`src/hdl/pit_pkg.sv`:
```
// Shared types and fixed field widths for the point-in-triangle block.
// No dependencies.
package pit_pkg;

  localparam int COORD_PORT_BITS   = 32;
  localparam int WEIGHT_FIELD_BITS = 17;

  // Control that travels alongside each item down the pipeline
  typedef struct packed {
    logic valid;
    logic in_tri;
    logic zero_sum;
  } pit_ctrl_t;

endpackage

```
`src/hdl/pit_div_step.sv`:
```
// One restoring-division step for the three weights, one quotient bit each.
// Depends on pit_pkg.
module pit_div_step #(
  parameter int SW    = 69,
  parameter int QW    = 17,
  parameter bit SHIFT = 1'b1
) (
  input  logic                    clk,
  input  logic                    rst,
  input  logic                    en,
  input  pit_pkg::pit_ctrl_t      ctrl_i,
  input  logic [SW-1:0]           den_i,
  input  logic [2:0][SW:0]        rem_i,
  input  logic [2:0][QW-1:0]      quo_i,
  output pit_pkg::pit_ctrl_t      ctrl_o,
  output logic [SW-1:0]           den_o,
  output logic [2:0][SW:0]        rem_o,
  output logic [2:0][QW-1:0]      quo_o
);
  import pit_pkg::*;

  logic [2:0][SW:0] trial;
  logic [2:0]       ge;

  // trial remainder and compare per lane
  always_comb begin
    for (int k = 0; k < 3; k++) begin
      trial[k] = SHIFT ? {rem_i[k][SW-1:0], 1'b0} : rem_i[k];
      ge[k]    = trial[k] >= {1'b0, den_i};
    end
  end

  always_ff @(posedge clk) begin
    if (rst) begin
      ctrl_o.valid <= 1'b0;
    end else if (en) begin
      ctrl_o.valid <= ctrl_i.valid;
    end
  end

  always_ff @(posedge clk) begin
    if (en) begin
      ctrl_o.in_tri   <= ctrl_i.in_tri;
      ctrl_o.zero_sum <= ctrl_i.zero_sum;
      den_o           <= den_i;
      for (int k = 0; k < 3; k++) begin
        rem_o[k] <= ge[k] ? trial[k] - {1'b0, den_i} : trial[k];
        quo_o[k] <= {quo_i[k][QW-2:0], ge[k]};
      end
    end
  end

endmodule

```
`config.mk`:
```
export PLATFORM = sky130hd
export DESIGN_NAME = pit_div_step
export DESIGN_NICKNAME = d
export VERILOG_FILES = /design/src/hdl/pit_pkg.sv /design/src/hdl/pit_div_step.sv
export SDC_FILE = /design/constraint.sdc
export NUM_CORES = 1
export LEC_CHECK = 0
export ABC_CLOCK_PERIOD_IN_PS = 8100
export BUFFER_PORTS_ARGS = -buffer_cell sky130_fd_sc_hd__buf_2
export CAP_MARGIN = 15
export CORE_AREA = 4 4 260 262
export CTS_BUF_LIST = sky130_fd_sc_hd__clkbuf_2 sky130_fd_sc_hd__clkbuf_4 sky130_fd_sc_hd__clkbuf_8
export CTS_CLUSTER_SIZE = 16
export DETAILED_ROUTE_END_ITERATION = 7
export DIE_AREA = 0 0 264 266
export PLACE_DENSITY = 0.63
export SETUP_SLACK_MARGIN = 0.2
export SYNTH_ARGS = -nofsm -noshare
export SYNTH_HDL_FRONTEND = slang
export SYNTH_SLANG_ARGS = --single-unit
```
`constraint.sdc`:
```
create_clock -name clk -period 8.1 [get_ports clk]
set_input_delay 0.81 -clock clk [delete_from_list [all_inputs] [get_ports clk]]
set_output_delay 0.81 -clock clk [all_outputs]
set_load 0.02 [all_outputs]
```
==> results.py <==
metrics = {
    "run_status": {
        "outcome": "complete, no violations",
    },
    "yosys": {
        "ys.flop_type": "edfxtp_1",
        "yosysSeqAreaShare": 0.394,
        "yosys-top-cells-count": "a21oi_1 (376), edfxtp_1 (332), nand2_1 (270)",
        "synth_area_leaders": "edfxtp_1 (39%), ha_1 (10%), a21oi_1 (7.4%)",
        "synth_area_leader_cell": "edfxtp_1",
        "synth.top_cell.area_share": 0.393,
        "synth-async-reset-ratio": 0,
        "ys_warn_count": 0,
        "netlist_instances": 2794,
        "synth.most_common_cell": "a21oi_1",
        "synth.avg_cell_area_um2": 9.08,
        "synth_edf_count": 332,
        "synth_nets": 3340,
        "syn-cell-area_mm2": 0.0254,
        "synth-seq-cells": 333,
        "synth_cell_types": 86,
    },
    "critical_path": {
        "end_kind": "flip-flop",
        "critPathKind": "primary input to flip-flop",
        "cp-startpoint": "den_i[7]",
        "rrSetupSlack_ns": 7.52,
        "critPathMaxFanout": 117,
        "timing.rr.start": "ctrl_o[2]$_SDFFE_PP0P_",
        "critPathCapture": "rem_o[144]$_DFFE_PP_",
        "critPathLaunchType": "primary input",
        "crit_arrival_ns": 5.23,
        "worst_ep_required_time_ns": 8.47,
        "r2r_cells": 2,
        "r2r-end": "ctrl_o[2]$_SDFFE_PP0P_",
    },
    "drt": {
        "vias_per_cell": 5.56,
        "vias": 24000,
        "route.detailed.drc": 0,
        "avgRoutedWirePerCell_um": 22.5,
        "ant_nets": 0,
        "drtPass1Iterations": 5,
        "drtIter0Drc": 1981,
        "routed_wl_um": 96900,
    },
    "timing": {
        "fmax_ghz": 0.206,
        "fin_worst_skew_ns": 0,
        "final-hold-violation-count": 0,
        "finalSetupTns_ns": 0,
        "relSlewSlack": 0.302,
        "worst_pin_slew_ns": 1.05,
        "slew_viol_final": 0,
        "min_period_ns": 4.86,
        "whs_ns": 0.329,
        "setup_viol": 0,
        "finalCritPeriodShare": 0.600,
        "setup_ws_ns": 3.24,
        "rsz0062_at_grt": "no",
    },
    "run": {
        "cap_violations": 0,
    },
    "die": {
        "core_area_mm2": 0.0654,
        "die_h_um": 266,
        "initial_utilization": 0.388,
        "io_pins": 669,
        "die_w_um": 264,
        "design.die.area_mm2": 0.0702,
        "rows": 94,
    },
    "grt": {
        "track_usage": 0.261,
        "grt_max_degree": 165,
        "overflow": 0,
        "antenna_found_initial": 24,
        "grt_pass1_wl_um": 141000,
        "grt_pass1_vias": 22700,
    },
    "power": {
        "power_density_mw_per_mm2": 203,
        "p_total_w": 0.00622,
        "ir_drop_v": 0.000143,
        "cellLeakagePower_nw": 13.5,
    },
    "cts": {
        "postCtsSetupBuffers": 0,
        "cts_resized": 0,
        "cts_made_buffers": 66,
        "clk_pin_slew_ns": 0.06,
        "clockBufferDepth": 3,
        "cts_sinks": 333,
        "cts.root.buffer_cell": "clkbuf_8",
        "clk_latency_ns": 0.63,
        "cts_htree_levels": 3,
        "tritoncts": "built",
        "hold_buffers": 0,
    },
    "placement": {
        "gp_congestion": 0.946,
        "numPortBuffers": 662,
        "dpl.hpwl_um": 79500,
        "place_ws_ns": 2.62,
    },
    "layout": {
        "final_nets": 3932,
        "area_delta_synth_final_pct": 21.0,
        "layout-drive-gt1-share": 0.243,
    },
    "min_path": {
        "holdCritPathClass": "primary input to flip-flop",
    },
}
==> flip-flops by register name, summed over array words and instances (netlist names) <==
signal and cells:
ctrl_o 3, den_o 69, quo_o 51, rem_o 210
==> final cells by class <==
| class | instances | area (µm²) |
|---|---|---|
| Antenna cell | 17 | 42.5 |
| Clock buffer | 80 | 1030 |
| Clock inverter | 32 | 348 |
| Fill cell | 6495 | 34700 |
| Inverter | 125 | 469 |
| Multi-Input combinational cell | 2190 | 14300 |
| Sequential cell | 333 | 9990 |
| Tap cell | 864 | 1080 |
| Timing Repair Buffer | 670 | 3420 |
==> cell usage in the layout (no fill, tap or decap), types with 23 or more instances in the layout <==
master,n
a21o_1,131
a21oi_1,376
a31oi_1,29
and3_1,23
buf_2,661
clkbuf_8,68
edfxtp_1,332
ha_1,207
inv_1,124
nand2_1,270
nand2b_1,24
nand3_1,44
nand4_1,80
nor2_1,222
nor3_1,40
o21a_1,25
o21ai_0,201
o21bai_1,49
xnor2_1,106
xor2_1,89
==> logic make-up after synthesis <==
logic type	Yosys count	share of synthesized area
muxes	20	0.00878
AOI/OAI and AO/OA	964	0.235
adders and majority gates	210	0.104
DFF	333	0.394
and+or+nand+nor	801	0.148
buffers and inverters	271	0.0430
xor gates and xnor gates	195	0.0673
==> where the power goes <==
part / switching [W] / internal [W]
Clock: 0.000796 / 0.00106
Combinational: 0.00136 / 0.000740
Sequential: 0.0000669 / 0.00219
==> per-layer routing <==
metal / vias up / wire length, µm / global-route usage
li1: 11600 / - / -
met1: 11300 / 41800 / 0.357
met2: 954 / 44800 / 0.421
met3: 141 / 7520 / 0.0485
met4: 10 / 2720 / 0.0847
met5: - / 58 / 0
==> metrics by stage <==
step / std cells / instance area (µm²) / util
after floorplan: 2794 / 25400 / -
after global placement: 4182 / 29300 / 0.447
after detailed placement: 4182 / 29300 / 0.447
after CTS: 4294 / 30600 / 0.469
after global routing: 4306 / 30700 / 0.469
final: 4311 / 30700 / 0.469
==> how the worst min path moves through the flow <==
stage	from	end	cells after the start
global placement	ctrl_o[2]$_SDFFE_PP0P_	ctrl_o[2]$_SDFFE_PP0P_	2
finish	rst	ctrl_o[2]$_SDFFE_PP0P_	2
detailed placement	ctrl_o[2]$_SDFFE_PP0P_	ctrl_o[2]$_SDFFE_PP0P_	2
floorplan	ctrl_o[2]$_SDFFE_PP0P_	ctrl_o[2]$_SDFFE_PP0P_	2
global route	rst	ctrl_o[2]$_SDFFE_PP0P_	2
CTS	rst	ctrl_o[2]$_SDFFE_PP0P_	2
==> critical path: stages <==
cell and delay (ns):
buf_2 0.09, inv_1 0.11, ha_1 0.54, and3_1 0.40, nand2_1 0.09, a21oi_1 0.40, o211ai_1 0.26, a21o_1 0.26
o21ai_1 0.54, a31oi_1 0.36, o221ai_4 0.40, buf_12 0.44, mux2_2 0.40
No activity file was read; power rests on OpenSTA's default activity.
